File: src/rtl/core/ppnl_pkg.sv
// Package for the pixel posterizer: lane count, pipeline depth, config struct
// and the reciprocal table used to divide by the level spacing denominator.
// No dependencies.
`default_nettype none

package ppnl_pkg;

   localparam int LANES       = 3;    // channels processed in color mode, 1..3
   localparam int FIELD_COUNT = 3;    // channel fields per word
   localparam int MAX_LEVELS  = 256;
   localparam int LANE_STAGES = 5;    // register stages inside one lane
   localparam int RECIP_SHIFT = 24;
   localparam int RECIP_W     = RECIP_SHIFT + 1;

   localparam logic [8:0] LEVELS_RESET = 9'd9;
   localparam logic       COLOR_RESET  = 1'b1;

   typedef enum logic {
      CSR_LEVEL_COUNT = 1'b0,
      CSR_COLOR_MODE  = 1'b1
   } csr_index_type;

   typedef struct packed {
      logic [7:0]         den;     // levels - 1, 1..255
      logic [RECIP_W-1:0] recip;   // ceil(2^24 / den)
   } cfg_type;

   typedef logic [RECIP_W-1:0] recip_table_type [256];

   function automatic recip_table_type build_recip_table();
      recip_table_type t;
      t[0] = '0;
      for (int i = 1; i < 256; i++) begin
         t[i] = RECIP_W'(((64'd1 << RECIP_SHIFT) + 64'(i) - 64'd1) / 64'(i));
      end
      return t;
   endfunction

   localparam recip_table_type RECIP_TABLE = build_recip_table();

   // Saturate the written level count to 2..MAX_LEVELS and return count - 1.
   function automatic logic [7:0] level_den(input logic [8:0] count);
      logic [8:0] n;
      n = count;
      if (n < 9'd2) begin
         n = 9'd2;
      end
      if (n > 9'(MAX_LEVELS)) begin
         n = 9'(MAX_LEVELS);
      end
      return 8'(n - 9'd1);
   endfunction

endpackage

`default_nettype wire

File: src/rtl/core/ppnl_lane.sv
// One posterizer lane: maps an 8-bit sample to the nearest uniform level.
// Five register stages, no stall. Depends on ppnl_pkg.
`default_nettype none

module ppnl_lane (
   input  wire logic             clock,
   input  wire ppnl_pkg::cfg_type cfg,
   input  wire logic [7:0]       sample,
   output logic [7:0]            level
);
   import ppnl_pkg::*;

   logic [15:0] prod_in, prod_ff;
   logic [7:0]  s1_ff, s2_ff, s3_ff, s4_ff;
   logic [15:0] lo_sum;
   logic [7:0]  lo_in, lo_ff;
   logic [15:0] n_lo_in, n_lo_ff, n_hi_in, n_hi_ff;
   logic        has_hi_in, has_hi3_ff, has_hi4_ff;
   logic [40:0] mul_lo, mul_hi;
   logic [7:0]  v_lo_in, v_lo_ff, v_hi_in, v_hi_ff;
   logic [8:0]  d_lo, d_hi;
   logic [7:0]  level_in, level_ff;

   // stage 1: sample * den
   assign prod_in = 16'(sample) * 16'(cfg.den);

   // stage 2: lo = floor(prod / 255), exact for prod <= 255*255
   assign lo_sum = prod_ff + {8'b0, prod_ff[15:8]} + 16'd1;
   assign lo_in  = lo_sum[15:8];

   // stage 3: numerators of the ceiling divisions for levels lo and lo+1
   assign n_lo_in   = {lo_ff, 8'b0} - {8'b0, lo_ff} + {8'b0, cfg.den} - 16'd1;
   assign n_hi_in   = n_lo_in + 16'd255;
   assign has_hi_in = (lo_ff != cfg.den);

   // stage 4: divide by den through the reciprocal
   assign mul_lo  = 41'(n_lo_ff) * 41'(cfg.recip);
   assign mul_hi  = 41'(n_hi_ff) * 41'(cfg.recip);
   assign v_lo_in = mul_lo[RECIP_SHIFT+7:RECIP_SHIFT];
   assign v_hi_in = mul_hi[RECIP_SHIFT+7:RECIP_SHIFT];

   // stage 5: pick the nearer level, tie to the lower one
   assign d_lo = {1'b0, s4_ff} - {1'b0, v_lo_ff};
   assign d_hi = {1'b0, v_hi_ff} - {1'b0, s4_ff};
   always_comb begin
      level_in = v_lo_ff;
      if (has_hi4_ff && (d_hi < d_lo)) begin
         level_in = v_hi_ff;
      end
   end

   always_ff @(posedge clock) begin
      prod_ff    <= prod_in;
      s1_ff      <= sample;
      lo_ff      <= lo_in;
      s2_ff      <= s1_ff;
      n_lo_ff    <= n_lo_in;
      n_hi_ff    <= n_hi_in;
      has_hi3_ff <= has_hi_in;
      s3_ff      <= s2_ff;
      v_lo_ff    <= v_lo_in;
      v_hi_ff    <= v_hi_in;
      has_hi4_ff <= has_hi3_ff;
      s4_ff      <= s3_ff;
      level_ff   <= level_in;
   end

   assign level = level_ff;

endmodule

`default_nettype wire

File: config.mk
export PLATFORM = sky130hd
export DESIGN_NAME = ppnl_lane
export DESIGN_NICKNAME = d
export VERILOG_FILES = /design/src/rtl/core/ppnl_pkg.sv /design/src/rtl/core/ppnl_lane.sv
export SDC_FILE = /design/constraint.sdc
export NUM_CORES = 2
export LEC_CHECK = 0
export BUFFER_PORTS_ARGS = -buffer_cell sky130_fd_sc_hd__buf_2
export CORE_MARGIN = 2
export CORE_UTILIZATION = 70
export CTS_CLUSTER_DIAMETER = 120
export DETAILED_ROUTE_END_ITERATION = 10
export GPL_TIMING_DRIVEN = 0
export PLACE_DENSITY = 0.95
export SYNTH_ARGS = -nofsm -noshare
export SYNTH_HDL_FRONTEND = slang
export SYNTH_SLANG_ARGS = --single-unit
File: constraint.sdc
create_clock -name clock -period 11.27 [get_ports clock]
set_input_delay 2.254 -clock clock [delete_from_list [all_inputs] [get_ports clock]]
set_output_delay 2.254 -clock clock [all_outputs]
set_load 0.005 [all_outputs]
==> flow_summary_export.csv <==
group,metric,value,unit
worst_hold_path,hp-start,"s2_ff[4]$_DFF_P_",
layout,multi_input_area,21300,µm²
global_route,grt_max_degree,17,
yosys,synth_cells,2964,
yosys,synth_top_area_cell,"fa_1",
timing,finalSetupViolCount,0,
worst_setup_path,r2r-start,"n_lo_ff[5]$_DFF_P_",
worst_setup_path,worstPathRequired,11.61,ns
clocking,numCtsBuffers,17,
worst_setup_path,start_kind,"primary input",
worst_setup_path,critPathCaptureType,"flip-flop",
floorplanning,die_h,200,µm
worst_setup_path,crit_slowest_cell,"clkbuf_1",
yosys,avgSynthCellArea,9.03,µm²
clocking,cts_resized,0,
layout,fillerInstances,2614,
layout,num-nets-final,3900,
global_route,grt-busiest-layer,"met2",
route,antenna_left,0,
worst_setup_path,cpPeakStageDelay,0.82,ns
global_route,grt_pass1_vias,23400,
timing,fmax,105,MHz
global_route,grt_first_pass_wirelength,121000,µm
clocking,cts-hold-fix-buffers,0,
floorplanning,start_util,71.0,%
layout,drive_gt1_share,3.32,%
worst_setup_path,cp-startpoint,"cfg[17]",
timing,finalCritPeriodShare,84.5,%
clocking,cts_htree_levels,4,
global_route,grtUsageMet1,45.8,%
clocking,clock_sinks,114,
worst_setup_path,cpLargestDelayFamily,"adder cells",
yosys,ys_top_cells_by_count,"713 x inv_1, 609 x fa_1, 497 x nand2_1, 320 x and2_1, 220 x ha_1",
route,wire_per_inst,21.5,µm
run_status,outcome,"complete, no violations",
floorplanning,dieArea,39800,µm²
layout,register_area,2280,µm²
run,max-cap-violations,0,
floorplanning,rows,71,
timing,rsz0062_at_grt,"false",
clocking,cts_buffer_depth,2,
yosys,netlist-cell-type-count,50,
worst_setup_path,crit_chain,"buf_2 > clkbuf_1 > clkbuf_1 > nand2_1 > fa_1 > inv_1 > fa_1 > inv_1 > fa_1 > inv_1 > fa_1 > fa_1 > inv_1 > fa_1 > inv_1 > ha_1 > a21o_1 > a21oi_1 > nand4_1 > a32oi_1 > nor2b_1 > o21a_1 > o41ai_2 > xnor2_1",
timing,final-hold-violation-count,0,
yosys,synth_seq_area_share,8.53,%
floorplanning,core,37700,µm²
route,drt_first_iter_violations,1771,
clocking,ctsRootBufferMaster,"clkbuf_16",
global_route,grt_use_total,41.1,%
timing,fin_crit,9.52,ns
layout,area_growth_syn_to_layout,5.52,%
yosys,synth.net_count,3835,
yosys,yosysWarnings,0,
clocking,cts_tree,"yes",
global_route,antenna_found_initial,7,
worst_setup_path,critPathKind,"primary input to flip-flop",
global_route,use_met2,67.8,%
floorplanning,io_pins,50,
yosys,ys_seq_elements,114,
worst_setup_path,crit_arrival,9.87,ns
route,drc,0,
timing,fin_skew,0.0121,ns
worst_setup_path,critPathMaxFanout,10,
timing,tightest_slew,1.02,ns
yosys,synth_ff_type,"dfxtp_1",
placement,port_buffers,46,
worst_hold_path,hold_class,"flip-flop to flip-flop",
placement,hpwl,62600,µm
worst_setup_path,crit_path_frequent_cell,"fa_1",
placement,place.gp.congestion,0.992,
clocking,clock_latency,0.44,ns
worst_setup_path,cp_num_buf_inv,8,
clocking,post_cts_buffers,0,
yosys,synth-edff-count,0,
timing,finalMaxSlewViolations,0,
yosys,syn-cell-area,26800,µm²
route,route.final.wire_length,76300,µm
floorplanning,die_x,200,µm
timing,fin_tns_setup,0,ns
timing,slew_headroom,32.2,%
yosys,synthArstFlopShare,0,%
route,via_per_inst,5.88,
route,vias,20900,
yosys,synth_top_area_share,45.6,%
yosys,synthTopCellsByArea,"fa_1 46%, ha_1 10%, inv_1 10%, dfxtp_1 8.5%, and2_1 7.5%",
yosys,yosysMostFrequentCell,"inv_1",
global_route,use_met3,11.6,%
global_route,grt_overflow_total,0,
route,firstDrtPassIters,5,
clocking,path_clk_slew,0.06,ns
[worst register-to-register path, delay by kind of cell, from the launching register on]
family,cells,cell delay (ns)
adders and majority gates,7,3.36
AOI/OAI and AO/OA,5,1.81
xor gates and xnor gates,1,0.20
buffers and inverters,6,0.90
DFF,1,0.73
and+or+nand+nor,3,0.56
[cell usage in the layout (no fill, tap or decap), drive strengths merged, types with 4 or more instances in the layout]
cell / n
o211ai: 6
nand2b: 7
buf: 47
o21bai: 7
nor4: 5
fa: 609
o21a: 10
dfxtp: 114
nand2: 497
and2: 320
clkbuf: 144
inv: 719
mux2: 8
nand4: 11
clkinvlp: 5
nor2: 46
nor3: 17
xnor2: 81
ha: 220
nor2b: 9
a21oi: 44
nand3: 12
a21o: 13
o21ai: 25
xor2: 24
and3: 4
[routing by layer]
metal	vias up	share of wire, %
li1	8709	-
met1	10300	32
met2	1352	47
met3	476	12
met4	12	8.8
met5	-	0.10
[flip-flops by register name, summed over array words and instances (netlist names)]
name	cells
has_hi3_ff	1
has_hi4_ff	1
level	8
lo_ff	8
n_hi_ff	16
n_lo_ff	16
prod_ff	16
s1_ff	8
s2_ff	8
s3_ff	8
s4_ff	8
v_hi_ff	8
v_lo_ff	8
[logic make-up after synthesis]
kind of cell | share of synthesized area [%]
simple gates | 16.7
fa+ha+maj | 55.8
mux | 0.337
compound gates | 3.35
buf+inv | 11.8
xor+xnor | 3.44
flops | 8.53
[path summary, 6_finish.rpt]
kind | endpoint | slack, ns | depth (start not counted)
max reg2reg | v_lo_ff[7]$_DFF_P_ | 3.63 | 22
max | v_lo_ff[7]$_DFF_P_ | 1.75 | 24
min reg2reg | s3_ff[4]$_DFF_P_ | 0.32 | 0
min | s3_ff[4]$_DFF_P_ | 0.32 | 0
[stage by stage]
stage | util (%) | std cells | hold slack [ns] | worst slack [ns] | area, µm²
2_1_floorplan | - | 2964 | 0.310 | 3.44 | 26800
3_5_place_dp | 73.4 | 3521 | 0.313 | 1.59 | 27600
4_1_cts | 75.0 | 3553 | 0.325 | 2.02 | 28200
5_1_grt | 75.0 | 3553 | 0.329 | 1.62 | 28200
3_3_place_gp | 73.4 | 3521 | 0.311 | 1.72 | 27600
6_report | 75.0 | 3556 | 0.324 | 1.75 | 28200
[layout make-up]
type	instances	area share [%]
Multi-Input combinational cell	2009	75.5
Inverter	713	9.48
Sequential cell	114	8.08
Tap cell	511	2.26
Buffer	128	1.70
Clock buffer	17	1.51
Timing Repair Buffer	46	0.815
Clock inverter	15	0.620
Antenna cell	3	0.0266
Power is not shown: default switching activity piles up to over one toggle a cycle in this logic, so the estimate is an artifact.
