===== config.mk =====
export PLATFORM = sky130hd
export DESIGN_NAME = ppnl_merge
export DESIGN_NICKNAME = d
export VERILOG_FILES = /design/src/rtl/core/ppnl_pkg.sv /design/src/rtl/core/ppnl_merge.sv
export SDC_FILE = /design/constraint.sdc
export NUM_CORES = 1
export LEC_CHECK = 0
export BUFFER_PORTS_ARGS = -buffer_cell sky130_fd_sc_hd__buf_2
export CORE_ASPECT_RATIO = 1.25
export CORE_MARGIN = 4
export CORE_UTILIZATION = 35
export DETAILED_ROUTE_END_ITERATION = 8
export PLACE_DENSITY = 0.72
export SLEW_MARGIN = 20
export SYNTH_ARGS = -nofsm -noshare
export SYNTH_HDL_FRONTEND = slang
export SYNTH_SLANG_ARGS = --single-unit

===== constraint.sdc =====
create_clock -name clock -period 0.8 [get_ports clock]
set_input_delay 0.04 -clock clock [delete_from_list [all_inputs] [get_ports clock]]
set_output_delay 0.04 -clock clock [all_outputs]
set_load 0.005 [all_outputs]

===== src/rtl/core/ppnl_pkg.sv =====
// Package for the pixel posterizer: lane count, pipeline depth, config struct
// and the reciprocal table used to divide by the level spacing denominator.
// No dependencies.
`default_nettype none

package ppnl_pkg;

   localparam int LANES       = 3;    // channels processed in color mode, 1..3
   localparam int FIELD_COUNT = 3;    // channel fields per word
   localparam int MAX_LEVELS  = 256;
   localparam int LANE_STAGES = 5;    // register stages inside one lane
   localparam int RECIP_SHIFT = 24;
   localparam int RECIP_W     = RECIP_SHIFT + 1;

   localparam logic [8:0] LEVELS_RESET = 9'd9;
   localparam logic       COLOR_RESET  = 1'b1;

   typedef enum logic {
      CSR_LEVEL_COUNT = 1'b0,
      CSR_COLOR_MODE  = 1'b1
   } csr_index_type;

   typedef struct packed {
      logic [7:0]         den;     // levels - 1, 1..255
      logic [RECIP_W-1:0] recip;   // ceil(2^24 / den)
   } cfg_type;

   typedef logic [RECIP_W-1:0] recip_table_type [256];

   function automatic recip_table_type build_recip_table();
      recip_table_type t;
      t[0] = '0;
      for (int i = 1; i < 256; i++) begin
         t[i] = RECIP_W'(((64'd1 << RECIP_SHIFT) + 64'(i) - 64'd1) / 64'(i));
      end
      return t;
   endfunction

   localparam recip_table_type RECIP_TABLE = build_recip_table();

   // Saturate the written level count to 2..MAX_LEVELS and return count - 1.
   function automatic logic [7:0] level_den(input logic [8:0] count);
      logic [8:0] n;
      n = count;
      if (n < 9'd2) begin
         n = 9'd2;
      end
      if (n > 9'(MAX_LEVELS)) begin
         n = 9'(MAX_LEVELS);
      end
      return 8'(n - 9'd1);
   endfunction

endpackage

`default_nettype wire


===== src/rtl/core/ppnl_merge.sv =====
// Merge stage: gathers the lane levels into one result word, zeroes the
// unused channels in grayscale mode and drives the strobe. Depends on ppnl_pkg.
`default_nettype none

module ppnl_merge (
   input  wire logic       clock,
   input  wire logic       reset,
   input  wire logic       valid,
   input  wire logic       color_mode,
   input  wire logic [7:0] lane_level [ppnl_pkg::FIELD_COUNT],
   output logic            out_valid,
   output logic [7:0]      out_level [ppnl_pkg::FIELD_COUNT]
);
   import ppnl_pkg::*;

   logic       valid_ff;
   logic [7:0] level_in [FIELD_COUNT];
   logic [7:0] level_ff [FIELD_COUNT];

   always_comb begin
      for (int c = 0; c < FIELD_COUNT; c++) begin
         level_in[c] = (c == 0 || color_mode) ? lane_level[c] : 8'd0;
      end
   end

   always_ff @(posedge clock) begin
      if (reset) begin
         valid_ff <= 1'b0;
      end else begin
         valid_ff <= valid;
      end
   end

   always_ff @(posedge clock) begin
      level_ff <= level_in;
   end

   assign out_valid = valid_ff;
   assign out_level = level_ff;

endmodule

`default_nettype wire


==> results_tabular.tex, run 1 <==
\begin{tabular}{lr}
\hline
Metric & Value \\
\hline
\multicolumn{2}{l}{\textbf{STA}} \\
\quad Total Negative Setup Slacks & -0.00157 ns \\
\quad Clock period minus worst slack & roughly 0.8 ns \\
\quad RSZ-0062 raised after global routing & yes \\
\quad Final critical-path share of the clock period & 100\% \\
\quad Worst setup margin & -0.00157 ns \\
\quad Count of final hold-check violations & 0 \\
\quad Number of max-slew violations in the final report & 0 \\
\quad Number of setup violations in the final report & 1 \\
\quad Worst Hold Slack & 0.0721 ns \\
\quad Max-Slew Margin vs Limit & roughly nine tenths \\
\quad Top achievable clock speed & 1.25 GHz \\
\quad Transition at the pin with the smallest max-transition slack & 0.174 ns \\
\multicolumn{2}{l}{\textbf{Clocking}} \\
\quad Register clock-pin slew on the reported worst setup and hold paths & 0.13 ns \\
\quad Number of buffers inserted during clock tree synthesis & 3 \\
\quad Clk buf depth & 2 \\
\quad Clock tree from TritonCTS & done \\
\quad Clock root buffer master & sky130\_fd\_sc\_hd\_\_clkbuf\_4 \\
\quad H-tree level count & 1 \\
\quad Clock Sinks & 25 \\
\multicolumn{2}{l}{\textbf{Final layout}} \\
\quad Fraction of layout cells with a size suffix above 1 & just over 60\% \\
\quad N\_diodes & 0 \\
\quad Post-route design area & 1230 µm² \\
\quad Area overhead of the layout relative to synthesis & 94.7\% \\
\quad Register area & 510 µm² \\
\quad Filler cell count & 113 \\
\quad Net count of the finished layout & 153 \\
\quad Multi-input logic area & approximately 120 µm² \\
\quad Final Non-Filler Cells & 142 \\
\multicolumn{2}{l}{\textbf{Setup path}} \\
\quad WP data required & 0.76 ns \\
\quad Crit. End Element & output port \\
\quad Master of the slowest instance on the critical path & sky130\_fd\_sc\_hd\_\_dfxtp\_1 \\
\quad Worst Path Buf+Inv & 1 \\
\quad Highest cell delay on the worst timing path & about 0.34 ns \\
\quad Crit path arrival time & $\sim$0.76 ns \\
\quad Critical Path Fanout Max & 1 \\
\quad Beginning of the critical path & out\_level[8] \\
\quad Critical path class & flop to output port \\
\quad Crit path cell chain & buf\_2 \\
\quad Kind of cell adding the most delay to the critical path & flip-flops \\
\quad Setup crit start kind & flop \\
\multicolumn{2}{l}{\textbf{Place}} \\
\quad Final HPWL from detailed placement & 1.09 mm \\
\quad Instance area after placement & 905 µm² \\
\quad Placement-stage worst setup slack & between 0.2 and 0.3 ns \\
\quad Number of input and output port buffers inserted & 52 \\
\quad Global placement routability congestion & 0.582 \\
\quad Total instance count after detailed placement & 112 \\
\multicolumn{2}{l}{\textbf{Synth}} \\
\quad Number of synthesized register bits & 25 \\
\quad Post-synth EDFFs & 0 \\
\quad Most frequent cells after synthesis & 25 x sky130\_fd\_sc\_hd\_\_dfxtp\_1, 12 x sky130\_fd\_sc\_hd\_\_and2\_2, 4 x sky130\_fd\_sc\_hd\_\_and2\_1 \\
\quad Count leader, synth & sky130\_fd\_sc\_hd\_\_dfxtp\_1 \\
\quad Post-synth top area cell & sky130\_fd\_sc\_hd\_\_dfxtp\_1 \\
\quad Top area cells in the synthesized netlist & sky130\_fd\_sc\_hd\_\_dfxtp\_1 79\%, sky130\_fd\_sc\_hd\_\_and2\_2 14\%, sky130\_fd\_sc\_hd\_\_and2\_1 4.0\%, sky130\_fd\_sc\_hd\_\_buf\_6 1.8\%, sky130\_fd\_sc\_hd\_\_nor2b\_1 0.99\% \\
\quad Top-area cell type share of the netlist area & between 70 and 80\% \\
\quad Warnings from Yosys & 0 \\
\quad Syn nets & just over 70 \\
\quad Sequential element share of the synthesized area & 79.1\% \\
\quad Share of synthesized registers carrying an async set or reset & 0\% \\
\quad Mapped Area & 633 µm² \\
\quad Most used DFF post-synth & sky130\_fd\_sc\_hd\_\_dfxtp\_1 \\
\quad Gate Count Post-Synth & between 40 and 50 \\
\quad Count of different cell masters after synthesis & 5 \\
\quad Average cell area after synthesis & between 10 and 15 µm² \\
\multicolumn{2}{l}{\textbf{Global routing}} \\
\quad Number of antenna violations at the first check in global routing & 0 \\
\quad Via count of the first global-routing pass & between 600 and 700 \\
\quad Pin count of the biggest net entering global routing & 17 \\
\quad Total track usage & 15.6\% \\
\quad First-pass GRT wire length & 2.86 mm \\
\quad Total gr overflow & 0 \\
\multicolumn{2}{l}{\textbf{Power}} \\
\quad Total power density per cell area & around 1800 nW/µm² \\
\quad Maximum VDD drop & 1.12 mV \\
\quad Lkg Pwr & 0.615 nW \\
\multicolumn{2}{l}{\textbf{Route}} \\
\quad DR DRC count & 0 \\
\quad DR vias & approximately 600 \\
\quad Starting DRC count in detailed routing & 3 \\
\quad DRT Pass-1 Iters & 2 \\
\quad Routed Wire Length & 1.97 mm \\
\quad Vias per Instance & 4.12 \\
\quad Final routed wire length divided by cell count & 13.9 µm \\
\quad Antenna viol nets, final & 0 \\
\multicolumn{2}{l}{\textbf{Outcome}} \\
\quad Failing checks & negative setup slack \\
\quad Run status & finished, violations left \\
\multicolumn{2}{l}{\textbf{Floorplan}} \\
\quad Die footprint & 2560 µm² \\
\quad Number of top-level pins & 53 \\
\quad Initial cell density of the core & 38.6\% \\
\quad Die height & 55.6 µm \\
\quad Die span in x & 46.0 µm \\
\quad Core Region & 1640 µm² \\
\quad Cell row count & 16 \\
\multicolumn{2}{l}{\textbf{Hold path}} \\
\quad Min-delay worst type & input port to flop \\
\quad Worst hold start & color\_mode \\
\multicolumn{2}{l}{\textbf{Run}} \\
\quad Max-cap violations & 0 \\
\hline
\end{tabular}
-- timing repair --
item	CTS	global route
hold endpoints to repair	25	0
endpoints found under the setup margin	1	22
gates resized for setup	0	13
buffers inserted	0	0
hold buffers	26	0
-- flip-flops by register name, indices dropped and copies added (netlist names) --
| register | cells |
|---|---|
| out_level | 24 |
| out_valid | 1 |
-- path summary, 6_finish.rpt --
kind | cells past startpoint | to | slack [ns]
worst max-delay path | 1 | out_level[8] | -0.002
worst min-delay path | 2 | out_level[2] | 0.07
-- cell families after synthesis --
family | Yosys count | synth area share (%)
buf+inv | 1 | 1.78
flops | 25 | 79.1
simple gates | 17 | 19.2
-- through the flow --
step           power (mW)  utilization (%)
6_report             2.18             75.1
4_1_cts              2.14             72.6
5_1_grt              2.26             75.1
2_1_floorplan        1.41                -
3_5_place_dp         1.54             55.1
3_3_place_gp         1.53             55.1
-- cells in the final DEF (no fill, tap or decap) --
cell type                       instances
sky130_fd_sc_hd__dfxtp_1               17
sky130_fd_sc_hd__and2_1                 4
sky130_fd_sc_hd__dfxtp_2                8
sky130_fd_sc_hd__clkbuf_4               3
sky130_fd_sc_hd__clkbuf_1               1
sky130_fd_sc_hd__buf_6                  5
sky130_fd_sc_hd__nor2b_1                1
sky130_fd_sc_hd__buf_2                 47
sky130_fd_sc_hd__dlygate4sd3_1         26
sky130_fd_sc_hd__and2_2                12
-- routing by layer --
| layer | track usage (%) | share of wire, % | up-vias |
|---|---|---|---|
| met3 | 3.57 | 12 | 4 |
| met5 | 0 | 0 | - |
| met2 | 30.1 | 54 | 37 |
| met1 | 14.1 | 32 | 255 |
| li1 | - | - | 289 |
| met4 | 6.10 | 2.2 | 0 |
-- power breakdown --
part           total (mW)  switching [mW]  internal (mW)
Combinational       0.300          0.0882          0.212
Clock               0.541           0.347          0.194
Sequential           1.34          0.0195           1.32
Total                2.18           0.454           1.72
-- final cells by class --
class | instances | share of cell area (%)
multi-input cells | 17 | 9.85
flip-flops and latches | 25 | 41.4
well taps | 18 | 1.83
repair buffers | 78 | 44.8
clock buffers | 4 | 2.13
No activity file was read; power rests on OpenSTA's default activity.
==> run 2, diff against run 1 <==
Settings changed: CELL_PAD_IN_SITES_DETAIL_PLACEMENT set to 0, CELL_PAD_IN_SITES_GLOBAL_PLACEMENT set to 1, CORE_UTILIZATION 35 to 25, PLACE_DENSITY 0.72 to 0.71.
==> results_tabular.tex, run 2 (same netlist as run 1, synthesis figures left out) <==
\begin{tabular}{lr}
\hline
Metric & Value \\
\hline
\multicolumn{2}{l}{\textbf{STA}} \\
\quad Clock period minus worst slack & 0.793 ns (was 0.802 ns) \\
\quad RSZ-0062 raised after global routing & yes (unchanged) \\
\quad Max-Slew Margin vs Limit & 87.4\% (was 88.4\%) \\
\quad Top achievable clock speed & 1.26 GHz (was 1.25 GHz) \\
\quad Count of final hold-check violations & 0 (unchanged) \\
\quad Final critical-path share of the clock period & 99.1\% (was 100\%) \\
\quad Number of setup violations in the final report & 0 (was 1) \\
\quad Number of max-slew violations in the final report & 0 (unchanged) \\
\quad Transition at the pin with the smallest max-transition slack & 0.189 ns (was 0.174 ns) \\
\quad Total Negative Setup Slacks & 0 ns (was -0.00157 ns) \\
\multicolumn{2}{l}{\textbf{Final layout}} \\
\quad Fraction of layout cells with a size suffix above 1 & 60.5\% (unchanged) \\
\quad Most common library cell in the layout ignoring fill and taps & sky130\_fd\_sc\_hd\_\_buf\_2 (unchanged) \\
\quad Final Non-Filler Cells & 157 (was 142) \\
\quad Most frequent cells in the layout & 47 x sky130\_fd\_sc\_hd\_\_buf\_2, 26 x sky130\_fd\_sc\_hd\_\_dlygate4sd3\_1, 17 x sky130\_fd\_sc\_hd\_\_dfxtp\_1 (unchanged) \\
\quad N\_diodes & 0 (unchanged) \\
\quad Register area & 510 µm² (unchanged) \\
\quad Area overhead of the layout relative to synthesis & 97.6\% (was 94.7\%) \\
\quad Multi-input logic area & 121 µm² (unchanged) \\
\quad Post-route design area & 1250 µm² (was 1230 µm²) \\
\quad Filler cell count & 212 (was 113) \\
\quad Final cell utilization of the core & 51.5\% (was 75.1\%) \\
\quad Flip-flop count of the largest register, all copies and words added & 24 (unchanged) \\
\quad Net count of the finished layout & 153 (unchanged) \\
\multicolumn{2}{l}{\textbf{Floorplan}} \\
\quad Core Region & 2430 µm² (was 1640 µm²) \\
\quad Cell row count & 20 (was 16) \\
\quad Die footprint & 3410 µm² (was 2560 µm²) \\
\quad Initial cell density of the core & 26.1\% (was 38.6\%) \\
\quad Number of top-level pins & 53 (unchanged) \\
\quad Die height & 64.3 µm (was 55.6 µm) \\
\quad Die span in x & 53.0 µm (was 46.0 µm) \\
\multicolumn{2}{l}{\textbf{Global routing}} \\
\quad Via count of the first global-routing pass & 636 (was 622) \\
\quad Pin count of the biggest net entering global routing & 17 (unchanged) \\
\quad Number of antenna violations at the first check in global routing & 0 (unchanged) \\
\quad First-pass GRT wire length & 2.51 mm (was 2.86 mm) \\
\quad Total gr overflow & 0 (unchanged) \\
\quad Total track usage & 9.82\% (was 15.6\%) \\
\multicolumn{2}{l}{\textbf{Outcome}} \\
\quad Run status & finished, final reports clean (was finished, violations left) \\
\multicolumn{2}{l}{\textbf{Clocking}} \\
\quad Clock Sinks & 25 (unchanged) \\
\quad H-tree level count & 1 (unchanged) \\
\quad Clk buf depth & 2 (unchanged) \\
\quad Number of buffers inserted during clock tree synthesis & 3 (unchanged) \\
\quad Register clock-pin slew on the reported worst setup and hold paths & 0.12 ns (was 0.13 ns) \\
\quad Clock root buffer master & sky130\_fd\_sc\_hd\_\_clkbuf\_4 (unchanged) \\
\quad Clock tree from TritonCTS & done (unchanged) \\
\multicolumn{2}{l}{\textbf{Setup path}} \\
\quad Master of the slowest instance on the critical path & sky130\_fd\_sc\_hd\_\_dfxtp\_2 (was sky130\_fd\_sc\_hd\_\_dfxtp\_1) \\
\quad Crit path arrival time & 0.75 ns (was 0.76 ns) \\
\quad Worst Path Buf+Inv & 1 (unchanged) \\
\quad Critical Path Fanout Max & 1 (unchanged) \\
\quad Crit. End Element & output port (unchanged) \\
\quad WP data required & 0.76 ns (about the same) \\
\quad Highest cell delay on the worst timing path & 0.33 ns (was 0.34 ns) \\
\quad Setup crit start kind & flop (unchanged) \\
\quad Critical path class & flop to output port (unchanged) \\
\quad Kind of cell adding the most delay to the critical path & flip-flops (unchanged) \\
\quad Crit path cell chain & buf\_2 (unchanged) \\
\multicolumn{2}{l}{\textbf{Power}} \\
\quad Maximum VDD drop & 0.897 mV (was 1.12 mV) \\
\quad Lkg Pwr & 0.614 nW (was 0.615 nW) \\
\quad Total power density per cell area & 1720 nW/µm² (was 1770 nW/µm²) \\
\multicolumn{2}{l}{\textbf{Route}} \\
\quad Starting DRC count in detailed routing & 2 (was 3) \\
\quad Final routed wire length divided by cell count & 10.2 µm (was 13.9 µm) \\
\quad Antenna viol nets, final & 0 (unchanged) \\
\quad Vias per Instance & 3.71 (was 4.12) \\
\quad Routed Wire Length & 1.60 mm (was 1.97 mm) \\
\quad DR DRC count & 0 (unchanged) \\
\quad DR vias & 582 (was 585) \\
\quad DRT Pass-1 Iters & 2 (unchanged) \\
\multicolumn{2}{l}{\textbf{Place}} \\
\quad Instance area after placement & 923 µm² (was 905 µm²) \\
\quad Total instance count after detailed placement & 127 (was 112) \\
\quad Final HPWL from detailed placement & 1.05 mm (was 1.09 mm) \\
\quad Global placement routability congestion & 0.595 (was 0.582) \\
\quad Number of input and output port buffers inserted & 52 (unchanged) \\
\multicolumn{2}{l}{\textbf{Run}} \\
\quad Max-cap violations & 0 (unchanged) \\
\multicolumn{2}{l}{\textbf{Hold path}} \\
\quad Min-delay worst type & input port to flop (unchanged) \\
\hline
\end{tabular}
-- run 2: path summary, 6_finish.rpt --
path                      start             to  cells after the start
setup / recovery  out_level[14]  out_level[14]                      1
hold / removal       color_mode   out_level[3]                      2
-- run 2: repair_timing --
action                     4_1_cts  5_1_grt
gates cloned                     0        0
setup endpoints to repair        2       25
setup buffers                    0        0
hold buffers                    26        0
gates resized for setup          0       13
hold endpoints to repair        25        0
-- run 2: layer usage --
layer	track usage, %	share of wire (%)	vias up
met2	18.2	53	35
met4	3.83	0	0
met3	3.26	12	0
met5	0	0	-
met1	9.60	34	257
li1	-	-	290
-- run 2: power breakdown --
part	leakage, nW	switching (mW)	total (mW)	internal (mW)
Clock	0.0150	0.330	0.524	0.194
Combinational	0.387	0.0782	0.290	0.211
Sequential	0.211	0.0169	1.33	1.32
-- run 2: final cells by class --
cell class / count / share of cell area [%]
Clock buffer: 4 / 2.10
Multi-Input combinational cell: 17 / 9.70
Sequential cell: 25 / 40.8
Tap cell: 33 / 3.30
Timing Repair Buffer: 78 / 44.1
-- run 2: metrics by stage --
stage / hold WS [ns] / worst slack, ns / power, mW
after detailed placement: 0.145 / 0.264 / 1.53
after CTS: 0.0836 / -0.00569 / 2.16
after floorplan: 0.0677 / 0.392 / 1.41
final: 0.0858 / 0.00691 / 2.15
after global placement: 0.142 / 0.274 / 1.53
after global routing: 0.0830 / -0.0332 / 2.27
==> run 3, diff against run 2 <==
Settings changed: REMOVE_ABC_BUFFERS set to 1.
==> results_tabular.tex, run 3 (same netlist as run 1, synthesis figures left out) <==
\begin{tabular}{lr}
\hline
Metric & Value \\
\hline
\multicolumn{2}{l}{\textbf{STA}} \\
\quad Number of max-slew violations in the final report & 0 (unchanged) \\
\quad Transition at the pin with the smallest max-transition slack & 0.207 ns (was 0.189 ns) \\
\quad Worst setup margin & 0.0170 ns (was 0.00691 ns) \\
\quad Top achievable clock speed & 1.28 GHz (was 1.26 GHz) \\
\quad Total Negative Setup Slacks & 0 ns (unchanged) \\
\quad Worst Hold Slack & 0.105 ns (was 0.0858 ns) \\
\quad Number of setup violations in the final report & 0 (unchanged) \\
\quad RSZ-0062 raised after global routing & yes (unchanged) \\
\quad Max-Slew Margin vs Limit & 86.2\% (was 87.4\%) \\
\quad Clock period minus worst slack & 0.783 ns (was 0.793 ns) \\
\quad Count of final hold-check violations & 0 (unchanged) \\
\quad Final critical-path share of the clock period & 97.9\% (was 99.1\%) \\
\multicolumn{2}{l}{\textbf{Final layout}} \\
\quad Net count of the finished layout & 153 (unchanged) \\
\quad Most frequent cells in the layout & 51 x sky130\_fd\_sc\_hd\_\_buf\_2, 26 x sky130\_fd\_sc\_hd\_\_dlygate4sd3\_1, 19 x sky130\_fd\_sc\_hd\_\_dfxtp\_1 (was 47 x sky130\_fd\_sc\_hd\_\_buf\_2, 26 x sky130\_fd\_sc\_hd\_\_dlygate4sd3\_1, 17 x sky130\_fd\_sc\_hd\_\_dfxtp\_1) \\
\quad Filler cell count & 219 (was 212) \\
\quad Most common library cell in the layout ignoring fill and taps & sky130\_fd\_sc\_hd\_\_buf\_2 (unchanged) \\
\quad Area overhead of the layout relative to synthesis & 93.3\% (was 97.6\%) \\
\quad Fraction of layout cells with a size suffix above 1 & 58.9\% (was 60.5\%) \\
\quad Flip-flop count of the largest register, all copies and words added & 24 (unchanged) \\
\quad Post-route design area & 1220 µm² (was 1250 µm²) \\
\quad Final Non-Filler Cells & 157 (unchanged) \\
\quad N\_diodes & 0 (unchanged) \\
\quad Final cell utilization of the core & 50.4\% (was 51.5\%) \\
\multicolumn{2}{l}{\textbf{Floorplan}} \\
\quad Die span in x & 53.0 µm (unchanged) \\
\quad Core Region & 2430 µm² (unchanged) \\
\quad Number of top-level pins & 53 (unchanged) \\
\quad Cell row count & 20 (unchanged) \\
\quad Die height & 64.3 µm (unchanged) \\
\quad Die footprint & 3410 µm² (unchanged) \\
\quad Initial cell density of the core & 26.1\% (unchanged) \\
\multicolumn{2}{l}{\textbf{Setup path}} \\
\quad Critical Path Fanout Max & 1 (unchanged) \\
\quad Worst Path Buf+Inv & 1 (unchanged) \\
\quad WP data required & 0.76 ns (about the same) \\
\quad Setup crit start kind & flop (unchanged) \\
\quad Critical path class & flop to output port (unchanged) \\
\quad Master of the slowest instance on the critical path & sky130\_fd\_sc\_hd\_\_dfxtp\_2 (unchanged) \\
\quad Highest cell delay on the worst timing path & 0.33 ns (about the same) \\
\quad Crit path cell chain & buf\_2 (unchanged) \\
\quad Kind of cell adding the most delay to the critical path & flip-flops (unchanged) \\
\quad Crit. End Element & output port (unchanged) \\
\quad Crit path arrival time & 0.74 ns (was 0.75 ns) \\
\multicolumn{2}{l}{\textbf{Hold path}} \\
\quad Min-delay worst type & input port to flop (unchanged) \\
\multicolumn{2}{l}{\textbf{Clocking}} \\
\quad Number of post-CTS setup repair buffers & 0 (unchanged) \\
\quad Clock Sinks & 25 (unchanged) \\
\quad Register clock-pin slew on the reported worst setup and hold paths & 0.12 ns (about the same) \\
\quad Number of buffers inserted during clock tree synthesis & 3 (unchanged) \\
\quad Clk buf depth & 2 (unchanged) \\
\quad Clock root buffer master & sky130\_fd\_sc\_hd\_\_clkbuf\_4 (unchanged) \\
\quad H-tree level count & 1 (unchanged) \\
\quad Clock tree from TritonCTS & done (unchanged) \\
\multicolumn{2}{l}{\textbf{Power}} \\
\quad Total Power Consumption & 2.12 mW (was 2.15 mW) \\
\quad Lkg Pwr & 0.607 nW (was 0.614 nW) \\
\quad Total power density per cell area & 1740 nW/µm² (was 1720 nW/µm²) \\
\quad Maximum VDD drop & 0.679 mV (was 0.897 mV) \\
\multicolumn{2}{l}{\textbf{Global routing}} \\
\quad Via count of the first global-routing pass & 600 (was 636) \\
\quad Total track usage & 9.93\% (was 9.82\%) \\
\quad Pin count of the biggest net entering global routing & 17 (unchanged) \\
\quad First-pass GRT wire length & 2.46 mm (was 2.51 mm) \\
\quad Number of antenna violations at the first check in global routing & 0 (unchanged) \\
\quad Total gr overflow & 0 (unchanged) \\
\multicolumn{2}{l}{\textbf{Route}} \\
\quad DRT Pass-1 Iters & 1 (was 2) \\
\quad Antenna viol nets, final & 0 (unchanged) \\
\quad DR DRC count & 0 (unchanged) \\
\quad DR vias & 575 (was 582) \\
\quad Routed Wire Length & 1.62 mm (was 1.60 mm) \\
\quad Vias per Instance & 3.66 (was 3.71) \\
\quad Starting DRC count in detailed routing & 0 (was 2) \\
\quad Final routed wire length divided by cell count & 10.3 µm (was 10.2 µm) \\
\multicolumn{2}{l}{\textbf{Place}} \\
\quad Global placement routability congestion & 0.626 (was 0.595) \\
\quad Instance area after placement & 923 µm² (unchanged) \\
\quad Number of input and output port buffers inserted & 52 (unchanged) \\
\quad Placement-stage worst setup slack & 0.260 ns (was 0.264 ns) \\
\quad Total instance count after detailed placement & 127 (unchanged) \\
\quad Final HPWL from detailed placement & 1.05 mm (about the same) \\
\multicolumn{2}{l}{\textbf{Outcome}} \\
\quad Run status & finished, final reports clean (unchanged) \\
\multicolumn{2}{l}{\textbf{Run}} \\
\quad Max-cap violations & 0 (unchanged) \\
\hline
\end{tabular}
run 3: cell count changes in the layout (fill, tap and decap cells not counted):
cell / delta
sky130_fd_sc_hd__buf_2: +4
sky130_fd_sc_hd__buf_6: -4
sky130_fd_sc_hd__dfxtp_1: +2
sky130_fd_sc_hd__dfxtp_2: -2
run 3: timing repair:
action	CTS	global route
hold endpoints to repair	25	0
hold buffers	26	0
setup endpoints to repair	0	25
resized for setup	0	7
run 3: final timing paths:
check	from	to	cells past startpoint
min	color_mode	out_level[3]	2
max	out_level[12]	out_level[12]	1
run 3: layout make-up:
| class | count | area, µm² | area share [%] |
|---|---|---|---|
| clock buffers | 4 | 26.3 | 2.15 |
| repair buffers | 78 | 527 | 43.0 |
| flip-flops and latches | 25 | 508 | 41.5 |
| well taps | 33 | 41.3 | 3.37 |
| multi-input cells | 17 | 121 | 9.92 |
run 3: layer usage:
metal / routed length (µm) / part of all wire (%) / up-vias / track usage [%]
met5: 0 / 0 / - / 0
met4: 15 / 0.92 / 0 / 4.79
met3: 217 / 13 / 2 / 3.73
met2: 795 / 49 / 38 / 18.3
met1: 594 / 37 / 244 / 9.06
li1: - / - / 291 / -
run 3: report_power, final:
part / internal (mW) / switching [mW]
clock: 0.194 / 0.321
combinational: 0.200 / 0.0803
sequential: 1.31 / 0.0143
total: 1.71 / 0.415
